[src/sv/bcb_pkg.sv]
// ----------------------------------------------------------------------------
// bcb_pkg
// Shared types and constants for the byte concreteness bitmap unit.
// ----------------------------------------------------------------------------
package bcb_pkg;

   // operation codes carried on req_tuser
   localparam logic OP_CHECK = 1'b0;
   localparam logic OP_WRITE = 1'b1;

   // input field widths
   localparam int OFFSET_W = 10;
   localparam int COUNT_W  = 11;

   // offset + count never exceeds 3070, so byte positions fit in 12 bits
   localparam int BYTE_POS_W = 12;
   // with at least 8 bits per cell, a reachable cell index is below 384
   localparam int CELL_IDX_W = 9;
   // bit position inside a cell of at most 64 bits
   localparam int BIT_POS_W  = 6;

   typedef struct packed {
      logic                  op;
      logic                  mark_value;
      logic                  out_of_range;
      logic                  empty;
      logic [CELL_IDX_W-1:0] first_cell;
      logic [CELL_IDX_W-1:0] last_cell;
      logic [BIT_POS_W-1:0]  head_pos;
      logic [BIT_POS_W-1:0]  tail_pos;
   } cmd_type;

endpackage

[src/sv/byte_concreteness_bitmap_unit.sv]
// ----------------------------------------------------------------------------
// byte_concreteness_bitmap_unit
// One mark bit per byte of an object, checked or written over byte ranges.
// ----------------------------------------------------------------------------
//  channel | direction | handshake             | payload
//  req     | in        | req_tvalid/req_tready | tuser: op; tdata: offset, count, mark
//  rsp     | out       | rsp_tvalid/rsp_tready | tdata: all_concrete, out_of_range
//
//  A range covering n cells is walked cell by cell in the back end: the mark memory
//  gives one cell read and one cell write per cycle. Out-of-range and empty
//  ranges go straight to the response. Up to two classified transactions queue ahead.
//  After reset a clearing pass sets every cell, one per cycle, and
//  req_tready stays low meanwhile.
//  A response waiting on rsp_tready holds only the back end.
// ----------------------------------------------------------------------------
module byte_concreteness_bitmap_unit #(
   parameter int MAP_BYTES = 1024,
   parameter int CELL_BITS = 64
) (
   input  logic        clock,
   input  logic        reset,
   input  logic        req_tvalid,
   output logic        req_tready,
   input  logic        req_tuser,   // op
   input  logic [23:0] req_tdata,   // byte_offset[9:0], byte_count[20:10], mark_value[21]
   output logic        rsp_tvalid,
   input  logic        rsp_tready,
   output logic [7:0]  rsp_tdata    // all_concrete[0], out_of_range[1]
);
   import bcb_pkg::*;

   logic    hold;
   logic    q_full;
   logic    push_valid;
   cmd_type push_cmd;
   logic    q_valid;
   cmd_type q_cmd;
   logic    pop;

   bcb_front #(
      .MAP_BYTES(MAP_BYTES),
      .CELL_BITS(CELL_BITS)
   ) u_front (
      .req_tvalid (req_tvalid),
      .req_tready (req_tready),
      .req_tuser  (req_tuser),
      .req_tdata  (req_tdata),
      .hold       (hold),
      .q_full     (q_full),
      .push_valid (push_valid),
      .push_cmd   (push_cmd)
   );

   bcb_cmd_queue u_queue (
      .clock      (clock),
      .reset      (reset),
      .push_valid (push_valid),
      .push_cmd   (push_cmd),
      .q_full     (q_full),
      .q_valid    (q_valid),
      .q_cmd      (q_cmd),
      .pop        (pop)
   );

   bcb_back #(
      .MAP_BYTES(MAP_BYTES),
      .CELL_BITS(CELL_BITS)
   ) u_back (
      .clock      (clock),
      .reset      (reset),
      .q_valid    (q_valid),
      .q_cmd      (q_cmd),
      .pop        (pop),
      .hold       (hold),
      .rsp_tvalid (rsp_tvalid),
      .rsp_tready (rsp_tready),
      .rsp_tdata  (rsp_tdata)
   );

endmodule

[src/sv/bcb_front.sv]
// ----------------------------------------------------------------------------
// bcb_front
// Accepts request transactions, checks the range against the map and
// splits it into first and last cell with edge bit positions.
// ----------------------------------------------------------------------------
module bcb_front #(
   parameter int MAP_BYTES = 1024,
   parameter int CELL_BITS = 64
) (
   input  logic                        req_tvalid,
   output logic                        req_tready,
   input  logic                        req_tuser,
   input  logic [23:0]                 req_tdata,
   input  logic                        hold,
   input  logic                        q_full,
   output logic                        push_valid,
   output bcb_pkg::cmd_type            push_cmd
);
   import bcb_pkg::*;

   // reciprocal division by the cell size, exact for every 12-bit position
   localparam int DivShift = BYTE_POS_W + $clog2(CELL_BITS);
   localparam int Recip    = ((1 << DivShift) + CELL_BITS - 1) / CELL_BITS;
   localparam int ProdW    = BYTE_POS_W + DivShift + 1;

   logic [OFFSET_W-1:0]   byte_offset;
   logic [COUNT_W-1:0]    byte_count;
   logic                  mark_value;
   logic [BYTE_POS_W-1:0] end_pos;
   logic [BYTE_POS_W-1:0] last_pos;
   logic [ProdW-1:0]      first_prod;
   logic [ProdW-1:0]      last_prod;
   logic [BYTE_POS_W-1:0] first_q;
   logic [BYTE_POS_W-1:0] last_q;
   logic [BYTE_POS_W-1:0] first_r;
   logic [BYTE_POS_W-1:0] last_r;

   assign byte_offset = req_tdata[9:0];
   assign byte_count  = req_tdata[20:10];
   assign mark_value  = req_tdata[21];

   assign end_pos  = BYTE_POS_W'(byte_offset) + BYTE_POS_W'(byte_count);
   assign last_pos = end_pos - BYTE_POS_W'(1);

   assign first_prod = ProdW'(byte_offset) * ProdW'(Recip);
   assign last_prod  = ProdW'(last_pos) * ProdW'(Recip);
   assign first_q    = BYTE_POS_W'(first_prod >> DivShift);
   assign last_q     = BYTE_POS_W'(last_prod >> DivShift);
   assign first_r    = BYTE_POS_W'(byte_offset) - first_q * BYTE_POS_W'(CELL_BITS);
   assign last_r     = last_pos - last_q * BYTE_POS_W'(CELL_BITS);

   assign req_tready = !q_full && !hold;
   assign push_valid = req_tvalid && req_tready;

   always_comb begin
      push_cmd              = '0;
      push_cmd.op           = req_tuser;
      push_cmd.mark_value   = mark_value;
      push_cmd.out_of_range = 32'(end_pos) > 32'(MAP_BYTES);
      push_cmd.empty        = (byte_count == '0);
      push_cmd.first_cell   = CELL_IDX_W'(first_q);
      push_cmd.last_cell    = CELL_IDX_W'(last_q);
      push_cmd.head_pos     = BIT_POS_W'(first_r);
      push_cmd.tail_pos     = BIT_POS_W'(last_r);
   end

endmodule

[src/sv/bcb_cmd_queue.sv]
// ----------------------------------------------------------------------------
// bcb_cmd_queue
// Two-entry queue of classified commands between front and back.
// ----------------------------------------------------------------------------
module bcb_cmd_queue (
   input  logic             clock,
   input  logic             reset,
   input  logic             push_valid,
   input  bcb_pkg::cmd_type push_cmd,
   output logic             q_full,
   output logic             q_valid,
   output bcb_pkg::cmd_type q_cmd,
   input  logic             pop
);
   import bcb_pkg::*;

   cmd_type     entry_ff [2];
   logic        wr_ptr_ff, wr_ptr_in;
   logic        rd_ptr_ff, rd_ptr_in;
   logic [1:0]  count_ff, count_in;
   logic        do_push;
   logic        do_pop;

   assign q_full  = (count_ff == 2'd2);
   assign q_valid = (count_ff != 2'd0);
   assign q_cmd   = entry_ff[rd_ptr_ff];
   assign do_push = push_valid && !q_full;
   assign do_pop  = pop && q_valid;

   always_comb begin
      wr_ptr_in = do_push ? !wr_ptr_ff : wr_ptr_ff;
      rd_ptr_in = do_pop ? !rd_ptr_ff : rd_ptr_ff;
      count_in  = count_ff;
      if (do_push && !do_pop) begin
         count_in = count_ff + 2'd1;
      end else if (do_pop && !do_push) begin
         count_in = count_ff - 2'd1;
      end
   end

   always_ff @(posedge clock) begin
      if (reset) begin
         wr_ptr_ff <= 1'b0;
         rd_ptr_ff <= 1'b0;
         count_ff  <= 2'd0;
      end else begin
         wr_ptr_ff <= wr_ptr_in;
         rd_ptr_ff <= rd_ptr_in;
         count_ff  <= count_in;
      end
   end

   always_ff @(posedge clock) begin
      if (do_push) begin
         entry_ff[wr_ptr_ff] <= push_cmd;
      end
   end

endmodule

[src/sv/bcb_back.sv]
// ----------------------------------------------------------------------------
// bcb_back
// Holds the mark cells in a memory and walks a command's cells one per
// cycle, checking or updating masked bits, then issues the response.
// ----------------------------------------------------------------------------
module bcb_back #(
   parameter int MAP_BYTES = 1024,
   parameter int CELL_BITS = 64
) (
   input  logic             clock,
   input  logic             reset,
   input  logic             q_valid,
   input  bcb_pkg::cmd_type q_cmd,
   output logic             pop,
   output logic             hold,
   output logic             rsp_tvalid,
   input  logic             rsp_tready,
   output logic [7:0]       rsp_tdata
);
   import bcb_pkg::*;

   localparam int CellCount = (MAP_BYTES + CELL_BITS - 1) / CELL_BITS;
   localparam int AddrW     = (CellCount > 1) ? $clog2(CellCount) : 1;
   localparam logic [AddrW-1:0] LastCell = AddrW'(CellCount - 1);
   localparam logic [CELL_BITS-1:0] Ones = {CELL_BITS{1'b1}};

   localparam logic [1:0] ST_CLEAR = 2'd0;
   localparam logic [1:0] ST_IDLE  = 2'd1;
   localparam logic [1:0] ST_RUN   = 2'd2;
   localparam logic [1:0] ST_DONE  = 2'd3;

   logic [CELL_BITS-1:0]  mem_ff [CellCount];
   logic [CELL_BITS-1:0]  rdata_ff;

   logic [1:0]            state_ff, state_in;
   cmd_type               cmd_ff, cmd_in;
   logic [CELL_IDX_W-1:0] rd_cell_ff, rd_cell_in;
   logic [CELL_IDX_W-1:0] proc_cell_ff, proc_cell_in;
   logic                  rd_done_ff, rd_done_in;
   logic                  all_ff, all_in;
   logic [AddrW-1:0]      clr_addr_ff, clr_addr_in;
   logic                  rsp_valid_ff, rsp_valid_in;
   logic                  rsp_all_ff, rsp_all_in;
   logic                  rsp_oor_ff, rsp_oor_in;

   logic                  rd_en;
   logic [AddrW-1:0]      rd_addr;
   logic                  wr_en;
   logic [AddrW-1:0]      wr_addr;
   logic [CELL_BITS-1:0]  wr_data;
   logic [BIT_POS_W-1:0]  lo_shift;
   logic [BIT_POS_W:0]    hi_shift;
   logic [CELL_BITS-1:0]  mask;
   logic                  slot_free;

   assign hold       = (state_ff == ST_CLEAR);
   assign rsp_tvalid = rsp_valid_ff;
   assign rsp_tdata  = {6'd0, rsp_oor_ff, rsp_all_ff};
   assign slot_free  = !rsp_valid_ff || rsp_tready;

   // edge masks: byte 0 of a cell sits in the top bit
   always_comb begin
      lo_shift = (proc_cell_ff == cmd_ff.first_cell) ? cmd_ff.head_pos : '0;
      hi_shift = (proc_cell_ff == cmd_ff.last_cell)
                 ? ((BIT_POS_W + 1)'(cmd_ff.tail_pos) + (BIT_POS_W + 1)'(1))
                 : (BIT_POS_W + 1)'(CELL_BITS);
      mask     = (Ones >> lo_shift) & ~(Ones >> hi_shift);
   end

   always_comb begin
      state_in     = state_ff;
      cmd_in       = cmd_ff;
      rd_cell_in   = rd_cell_ff;
      proc_cell_in = proc_cell_ff;
      rd_done_in   = rd_done_ff;
      all_in       = all_ff;
      clr_addr_in  = clr_addr_ff;
      rsp_valid_in = rsp_valid_ff;
      rsp_all_in   = rsp_all_ff;
      rsp_oor_in   = rsp_oor_ff;
      pop          = 1'b0;
      rd_en        = 1'b0;
      rd_addr      = AddrW'(rd_cell_ff);
      wr_en        = 1'b0;
      wr_addr      = AddrW'(proc_cell_ff);
      wr_data      = rdata_ff;

      if (rsp_valid_ff && rsp_tready) begin
         rsp_valid_in = 1'b0;
      end

      case (state_ff)
         ST_CLEAR: begin
            wr_en   = 1'b1;
            wr_addr = clr_addr_ff;
            wr_data = Ones;
            if (clr_addr_ff == LastCell) begin
               state_in = ST_IDLE;
            end else begin
               clr_addr_in = clr_addr_ff + AddrW'(1);
            end
         end
         ST_IDLE: begin
            if (q_valid) begin
               pop    = 1'b1;
               cmd_in = q_cmd;
               all_in = 1'b1;
               if (q_cmd.out_of_range || q_cmd.empty) begin
                  state_in = ST_DONE;
               end else begin
                  rd_en        = 1'b1;
                  rd_addr      = AddrW'(q_cmd.first_cell);
                  proc_cell_in = q_cmd.first_cell;
                  rd_cell_in   = q_cmd.first_cell + CELL_IDX_W'(1);
                  rd_done_in   = (q_cmd.first_cell == q_cmd.last_cell);
                  state_in     = ST_RUN;
               end
            end
         end
         ST_RUN: begin
            // rdata_ff holds the cell at proc_cell_ff
            if (cmd_ff.op == OP_WRITE) begin
               wr_en   = 1'b1;
               wr_data = cmd_ff.mark_value ? (rdata_ff | mask) : (rdata_ff & ~mask);
            end else begin
               all_in = all_ff && ((rdata_ff & mask) == mask);
            end
            if (rd_done_ff) begin
               state_in = ST_DONE;
            end else begin
               rd_en        = 1'b1;
               proc_cell_in = rd_cell_ff;
               rd_cell_in   = rd_cell_ff + CELL_IDX_W'(1);
               rd_done_in   = (rd_cell_ff == cmd_ff.last_cell);
            end
         end
         ST_DONE: begin
            if (slot_free) begin
               rsp_valid_in = 1'b1;
               rsp_all_in   = (cmd_ff.op == OP_CHECK) && !cmd_ff.out_of_range && all_ff;
               rsp_oor_in   = cmd_ff.out_of_range;
               state_in     = ST_IDLE;
            end
         end
         default: begin
            state_in = ST_IDLE;
         end
      endcase
   end

   always_ff @(posedge clock) begin
      if (reset) begin
         state_ff     <= ST_CLEAR;
         clr_addr_ff  <= '0;
         rd_done_ff   <= 1'b0;
         rsp_valid_ff <= 1'b0;
      end else begin
         state_ff     <= state_in;
         clr_addr_ff  <= clr_addr_in;
         rd_done_ff   <= rd_done_in;
         rsp_valid_ff <= rsp_valid_in;
      end
   end

   always_ff @(posedge clock) begin
      cmd_ff       <= cmd_in;
      rd_cell_ff   <= rd_cell_in;
      proc_cell_ff <= proc_cell_in;
      all_ff       <= all_in;
      rsp_all_ff   <= rsp_all_in;
      rsp_oor_ff   <= rsp_oor_in;
   end

   // mark cell memory, one write and one registered read per cycle
   always_ff @(posedge clock) begin
      if (wr_en) begin
         mem_ff[wr_addr] <= wr_data;
      end
      if (rd_en) begin
         rdata_ff <= mem_ff[rd_addr];
      end
   end

endmodule
[config.mk]
export PLATFORM = sky130hd
export DESIGN_NAME = byte_concreteness_bitmap_unit
export DESIGN_NICKNAME = d
export VERILOG_FILES = /design/src/sv/bcb_pkg.sv /design/src/sv/byte_concreteness_bitmap_unit.sv /design/src/sv/bcb_front.sv /design/src/sv/bcb_cmd_queue.sv /design/src/sv/bcb_back.sv
export SDC_FILE = /design/constraint.sdc
export NUM_CORES = 2
export LEC_CHECK = 0
export ABC_AREA = 1
export BUFFER_PORTS_ARGS = -buffer_cell sky130_fd_sc_hd__buf_2
export CORE_ASPECT_RATIO = 0.6
export CORE_MARGIN = 4
export CORE_UTILIZATION = 32
export CTS_BUF_LIST = sky130_fd_sc_hd__clkbuf_16
export CTS_CLUSTER_DIAMETER = 200
export DETAILED_ROUTE_END_ITERATION = 8
export SETUP_SLACK_MARGIN = 0.1
export SLEW_MARGIN = 40
export SYNTH_ARGS = -nofsm -noshare
export SYNTH_HDL_FRONTEND = slang
export SYNTH_HIERARCHICAL = 1
export SYNTH_SLANG_ARGS = --single-unit
[constraint.sdc]
create_clock -name clock -period 6.15 [get_ports clock]
set_clock_uncertainty 0.1 [all_clocks]
set_input_delay 1.5375 -clock clock [delete_from_list [all_inputs] [get_ports clock]]
set_output_delay 1.5375 -clock clock [all_outputs]
set_load 0.05 [all_outputs]
Word level (Yosys, flattened, before mapping)

Memory sizes are Yosys's and may differ from the RTL's. A register that Yosys moved wholly into a read port is not among the register bits.
Cells that the tools add are included.

Flip-flop bits (word level): 66
Bits in writable memories: 1,076
Bits of input ports: 29
Output and inout port bits: 10
Word-level logic and storage cells: 140
Memories kept: 2

$add $sub $neg: 10
Magnitude comparators: 1
Equal/unequal tests: 17
Shift operators: 2
Multiplexer cells: 49
Bitwise logic cells: 8
Reduce and logical (&&, ||, !) cells: 32

Memories:

| memory           | depth | bits a word | read ports | clocked after Yosys merged registers in | write ports | line                | RTL |
|---|---|---|---|---|---|---|---|
| u_back.mem_ff    | 16    | 64          | 1          | 1                                       | 1           | bcb_back.sv:32      | `logic [CELL_BITS-1:0] mem_ff [CellCount];` |
| u_queue.entry_ff | 2     | 26          | 1          | 1                                       | 1           | bcb_cmd_queue.sv:17 | `cmd_type entry_ff [2];` |

Operators with widths:

| operator              | count |
|---|---|
| $and 64x64->64        | 3 |
| $mux 64               | 2 |
| $not 64->64           | 2 |
| $pmux 64 s2           | 1 |
| $eq 64x64->1          | 1 |
| $or 64x64->64         | 1 |
| $shr 64x6->64 const A | 1 |
| $shr 64x7->64 const A | 1 |
| $mux 9                | 6 |
| $eq 9x9->1            | 4 |
| $pmux 9 s2            | 2 |
| $mux 1                | 21 |
| $add 9x1->9 const B   | 2 |
| $mux 4                | 4 |
| $add 10x11->12        | 1 |
| $gt 12x11->1 const B  | 1 |
| $mux 2                | 6 |
| $sub 12x1->12 const B | 1 |
| $sub 6x1->6 const B   | 2 |
| $logic_not 11->1      | 1 |
| $logic_and 1x1->1     | 10 |
| $logic_not 1->1       | 8 |
| $ne 2x2->1 const B    | 4 |
| $pmux 1 s2            | 4 |
| 18 further kinds      | 30 |

Logic depth before layout (Yosys ltp)

Depth after elaboration: 10
Depth in mapped cells: 20
Gate-level depth less buffers: 20

Hierarchy

The synthesis kept the hierarchy.

By module, submodules not included:

| module        | instances | cells each | area an instance (sq um) | sequential area each (sq um) |
|---|---|---|---|---|
| bcb_back      | 1         | 3,958      | 48,266.3                 | 34,453.0 |
| bcb_cmd_queue | 1         | 143        | 2,852.7                  | 2,142.1 |
| bcb_front     | 1         | 191        | 1,087.3                  | 0.0 |

Worst setup path after synthesis

No wires, ideal clock.

Path kind: register -> register
Start point: register u_back.state_ff[0]
End point: memory u_back.mem_ff[4][0] (enable)
Library setup time: 0.486 ns
Arrival time: 4.076 ns
Required time: 5.564 ns
Setup slack: 1.487 ns
Stages on the path, launching flop included: 8
Buffers on the path: 1
Clock period less this slack: 4.663 ns
Cells stage by stage: dfxtp_1 inv_1 ha_1 inv_1 clkbuf_1 o21ai_0 nand3_1 nor2_1

Cells in the longest elaborated chain, start to end: 4
Elaborated cells between the ends (all ways): 6
Classes of those cells: eq/ne (1); mux (4); reduce/logical (1)

Ends and longest elaborated chain:

| element                                              | line            | RTL |
|---|---|---|
| start: declaration                                   | bcb_back.sv:35  | `logic [1:0] state_ff, state_in;` |
| start signal: assignment                             | bcb_back.sv:158 | `state_ff <= state_in;` |
| $eq 2x2->1 / $logic_not 2->1 (equally long branches) | bcb_back.sv:92  | `case (state_ff)` |
| $pmux 1 s2                                           | bcb_back.sv:92  |  |
| $mux 1                                               | bcb_back.sv:176 | `if (wr_en) begin` |
| $mux 1 (not written as such)                         | bcb_back.sv:177 | `mem_ff[wr_addr] <= wr_data;` |
| end: declaration                                     | bcb_back.sv:32  |  |

Parallel ways exist; a longest one is shown, timed or not.

Worst setup path after layout

Start point: register u_back.proc_cell_ff[6]
End point: memory u_back.mem_ff[15][17] (data pin)

Cells in the longest elaborated chain, start to end: 10
Elaborated cells between the ends (all ways): 14
Classes of those cells: eq/ne (2); shift (2); mux (5); bitwise (5)

Ends and longest elaborated chain:

| element                  | line            | RTL |
|---|---|---|
| start: declaration       | bcb_back.sv:38  | `logic [CELL_IDX_W-1:0] proc_cell_ff, proc_cell_in;` |
| start signal: assignment | bcb_back.sv:168 | `proc_cell_ff <= proc_cell_in;` |
| $eq 9x9->1               | bcb_back.sv:64  | `hi_shift = (proc_cell_ff == cmd_ff.last_cell)` |
| $mux 7                   | bcb_back.sv:65  | `? ((BIT_POS_W + 1)'(cmd_ff.tail_pos) + (BIT_POS_W + 1)'(1))` |
| $shr 64x7->64            | bcb_back.sv:67  | `mask = (Ones >> lo_shift) & ~(Ones >> hi_shift);` |
| $not 64->64              | bcb_back.sv:67  |  |
| $and 64x64->64 (*)       | bcb_back.sv:67  |  |
| $not 64->64              | bcb_back.sv:124 | `wr_data = cmd_ff.mark_value ? (rdata_ff \| mask) : (rdata_ff & ~mask);` |
| $and 64x64->64           | bcb_back.sv:124 |  |
| $mux 64 (*)              | bcb_back.sv:124 |  |
| $mux 64 (*)              | bcb_back.sv:122 | `if (cmd_ff.op == OP_WRITE) begin` |
| $pmux 64 s2 (*)          | bcb_back.sv:92  |  |
| net u_back.wr_data[17]   | bcb_back.sv:50  | `logic [CELL_BITS-1:0] wr_data;` |

The timed path passes the listed nets; every way through them passes the cells marked *.

==> Implementation_results.wiki <==
{| class="wikitable"
! Metric !! Value
|-
| Share of power burned in registers || approximately 44%
|-
| Design Power || 27.8 mW
|-
| Share of synthesized flip-flops with an asynchronous set or reset || 0%
|-
| Adder-cell share of the synthesized area || 0.518%
|-
| Average cell area after synthesis || ~12 um2
|-
| Tmin final || roughly 4.5 ns
|-
| Worst-skew pair later-pin latency || roughly 0.74 ns
|-
| Routed WL || ~150,000 um
|-
| Number of I/O pins || 39
|-
| Post-placement worst setup slack || about 1.8 ns
|-
| P_leak || between 15 and 20 nW
|-
| Fraction of the mapped netlist area in compound gates || 13.0%
|-
| Worst Hold End || u_back/clr_addr_ff[3]
|-
| Maximum fanout along the worst path || 21
|-
| Status || finished clean
|-
| Xor/xnor cell area share of the yosys netlist || 0.652%
|-
| Largest net degree at the start of global routing || around 180
|-
| TritonCTS clock tree || done
|-
| Sw Ratio || 36.9%
|-
| Tcrit/Tclk final || between 70 and 80%
|-
| Starting DRC count in detailed routing || about 4,600
|-
| FF+latch count, synth || approximately 1,200
|-
| Row Count || 114
|-
| Clock Power Share || 23.6%
|-
| Final global-route overflow total || 0
|-
| Setup total negative slack || 0 ns
|-
| GRT Overall Usage || around 17%
|-
| Post-CTS Resized || 0
|-
| Cell chosen for the clock root || sky130_fd_sc_hd__clkbuf_16
|-
| Die outline height || between 300 and 400 um
|-
| Setup Buffers After CTS || 0
|-
| Worst reg-to-reg path cell count || 11
|-
| Share of synthesized area spent on multiplexers || 0.949%
|-
| Average wire per cell in the routed design || approximately 23 um
|-
| Number of detailed-routing iterations run before antenna repair || 6
|-
| Clock Sink Count || ~1,200
|-
| Worst hold path class || register to register
|-
| Combined area of all synthesized cells || approximately 0.052 mm2
|-
| RSZ-0062 raised after global routing || false
|-
| Required time at the endpoint of the critical path || roughly 6.5 ns
|-
| Maximum level of the CTS H-tree || 3
|-
| Slew Limit Fails || 0
|-
| Starting density of the core || between 30% and 40%
|-
| Final GP Congestion || about 0.98
|-
| Count of flip-flops with a built-in enable after synthesis || 1,210
|-
| Pwr Density || 470 mW/mm2
|-
| Count of warnings emitted by yosys || 6
|-
| Maximum root-to-sink buffer count || 3
|-
| Horiz. Die Dim || approximately 530 um
|-
| Slew @ Worst Pin || slightly below 1 ns
|-
| Fraction of the mapped netlist area in simple logic gates || about 11%
|-
| Worst R2R Setup Slack || about 1.7 ns
|-
| Reported net switching power || 10.2 mW
|-
| Post-route DRC violation count || 0
|-
| Dominant synthesized flop cell || sky130_fd_sc_hd__edfxtp_1
|-
| HP Start || u_back/clr_addr_ff[3]
|-
| Detailed placer's ending HPWL || between 80,000 and 90,000 um
|-
| Category of the worst setup path capture point || register
|-
| Hold violation total from the final report || 0
|-
| Signal arrival time at the worst endpoint || slightly below 5 ns
|-
| Inserted Clock Buffers || a little over 100
|-
| Reg2Reg Launch Point || u_back/proc_cell_ff[6]
|-
| Number of distinct library cells after synthesis || 56
|-
| Count of mapped cells out of synthesis || about 4,300
|-
| Number of maximum-capacitance violations || 0
|-
| Die area || ~0.17 mm2
|-
| Antenna violations before repair || 4
|-
| Hold buffers post-CTS || 0
|-
| Fraction of layout instances using a drive strength above 1 || 10.7%
|-
| Number of vias per cell || approximately 5.4
|-
| WHS Path Cells || 2
|-
| Number of nets in the finished design || 4,363
|-
| Clock slew at reported path FFs || around 0.07 ns
|-
| Register area share after synthesis || roughly 70%
|-
| Highest attainable clock frequency || between 200 and 250 MHz
|-
| First-pass GRT wire length || roughly 220,000 um
|-
| Total internal power || between 15 and 20 mW
|-
| Relative max-transition margin || about a third
|-
| Layout overhead on the synthesized area || 13.1%
|-
| Maximum resistive drop on vdd || ~550 uV
|-
| Number of nets still failing antenna checks after routing || 0
|-
| Via count of the routed design || 35,300
|-
| Buffers added on ports || 30
|-
| Final setup margin || ~1.7 ns
|-
| R2R Path End || u_back/mem_ff[15][17]
|-
| Number of global-route vias before repair || between 30,000 and 40,000
|-
| Category of the critical setup timing path || register to register
|-
| Core area || around 0.16 mm2
|-
| Critical Path Start Type || register
|-
| Dominant combinational cell family by area after synthesis || compound AO/OA/AOI/OAI gates
|-
| Comb power frac || between 30% and 40%
|-
| Total of endpoints with negative setup slack in the final report || 0
|}
[per-layer routing]
layer  share of wire, %  vias up  GRT usage (%)
li1                   -    15900              -
met1                 47    17500           26.8
met2                 39     1769           22.5
met3                 12      154           5.51
met4                1.4        2           3.53
met5              0.022        -              0
[how the worst max path moves through the flow]
stage / slack (ns) / cells after the start / startpoint / endpoint
final: 1.67 / 11 / u_back/proc_cell_ff[6] / u_back/mem_ff[15][17]
after global routing: 1.33 / 13 / u_back/proc_cell_ff[1] / u_back/mem_ff[13][17]
after CTS: 1.74 / 11 / u_back/proc_cell_ff[5] / u_back/mem_ff[12][17]
after detailed placement: 1.77 / 11 / u_back/proc_cell_ff[5] / u_back/mem_ff[12][17]
after global placement: 1.77 / 10 / u_back/proc_cell_ff[5] / u_back/mem_ff[13][17]
after floorplan: 1.49 / 7 / u_back/state_ff[0] / u_back/mem_ff[4][0]
[worst max-delay path, cell delays in order (launching register included)]
cell and delay [ns]:
sky130_fd_sc_hd__edfxtp_1 0.42, sky130_fd_sc_hd__xnor2_1 0.33, sky130_fd_sc_hd__nand2_1 0.11, sky130_fd_sc_hd__nor2_2 0.39, sky130_fd_sc_hd__nand3_1 0.69, sky130_fd_sc_hd__inv_2 0.62, sky130_fd_sc_hd__nand3_1 0.28, sky130_fd_sc_hd__nand2_1 0.19
sky130_fd_sc_hd__o21ai_0 0.11, sky130_fd_sc_hd__o311ai_2 0.20, sky130_fd_sc_hd__o211ai_1 0.42, sky130_fd_sc_hd__buf_2 0.31
[area by class of cell]
class	instances	area, um2
tap	2146	2690
antenna	1	2.50
clock inverter	87	753
sequential	1223	36600
fill	15400	103000
multi-input combinational	2577	13800
inverter	207	807
timing repair buffer	201	1830
clock buffer	103	2580
[metrics by stage]
step	hold slack (ns)	cell area, um2	util, %	instances
floorplan	0.328	52300	-	4304
global placement	0.372	54900	34.0	6271
detailed placement	0.384	55600	34.4	6349
CTS	0.392	58900	36.4	6539
global route	0.439	59000	36.5	6545
finish	0.395	59000	36.5	6545
[cells in the mapped netlist, types with 10 or more instances]
cell type / count / area (um2)
sky130_fd_sc_hd__a21oi_1: 82 / 410
sky130_fd_sc_hd__xor2_1: 26 / 228
sky130_fd_sc_hd__o211ai_1: 76 / 571
sky130_fd_sc_hd__buf_2: 20 / 100
sky130_fd_sc_hd__dfxtp_1: 13 / 260
sky130_fd_sc_hd__buf_4: 33 / 248
sky130_fd_sc_hd__o221ai_1: 153 / 1340
sky130_fd_sc_hd__nand2_2: 10 / 62.6
sky130_fd_sc_hd__nand2_1: 316 / 1190
sky130_fd_sc_hd__nor2_1: 666 / 2500
sky130_fd_sc_hd__edfxtp_1: 1210 / 36300
sky130_fd_sc_hd__mux2_4: 30 / 450
sky130_fd_sc_hd__inv_2: 16 / 60.1
sky130_fd_sc_hd__inv_1: 188 / 706
sky130_fd_sc_hd__ha_1: 20 / 250
sky130_fd_sc_hd__o21ai_0: 706 / 3530
sky130_fd_sc_hd__clkbuf_1: 221 / 830
sky130_fd_sc_hd__o22ai_1: 106 / 663
sky130_fd_sc_hd__nand4_1: 65 / 407
sky130_fd_sc_hd__nand3_1: 209 / 1050
sky130_fd_sc_hd__buf_1: 18 / 67.6
sky130_fd_sc_hd__xnor2_1: 11 / 96.3
[cells in the final DEF, fill, tap and decap left out, drive strengths merged, types with 83 or more instances in the layout]
| master | synthesis | routed |
|---|---|---|
| a21oi | 83 | 83 |
| buf | 76 | 201 |
| clkbuf | 221 | 103 |
| edfxtp | 1210 | 1210 |
| inv | 204 | 228 |
| nand2 | 326 | 326 |
| nand3 | 216 | 216 |
| nor2 | 684 | 684 |
| o21ai | 719 | 719 |
| o221ai | 153 | 153 |
| o22ai | 106 | 106 |
[flip-flops by register name (all words and copies together) (netlist names), 2 cells and up, named ones only]
register             count
u_back/mem_ff         1024
u_back/rd_cell_ff        9
u_queue/entry_ff        68
u_back/proc_cell_ff      9
u_back/rdata_ff         64
u_queue/count_ff         2
u_back/state_ff          2
u_back/clr_addr_ff       4
u_back/cmd_ff           33
[cells by family after synthesis]
group,after synthesis
and+or+nand+nor,1312
DFF,1223
AOI/OAI and AO/OA,1158
buffers and inverters,504
xor gates and xnor gates,38
muxes,34
adders and majority gates,21
other,2
[power by group through the flow]
stage | sequential (mW) | clock [mW] | combinational [mW]
6_report | 12.1 | 6.54 | 9.13
5_1_grt | 12.2 | 7.03 | 9.89
4_1_cts | 12.1 | 6.67 | 8.94
3_5_place_dp | 12.3 | 0 | 8.91
3_3_place_gp | 12.3 | 0 | 8.44
2_1_floorplan | 12.3 | 0 | 5.13
No activity file was read; power rests on OpenSTA's default activity.
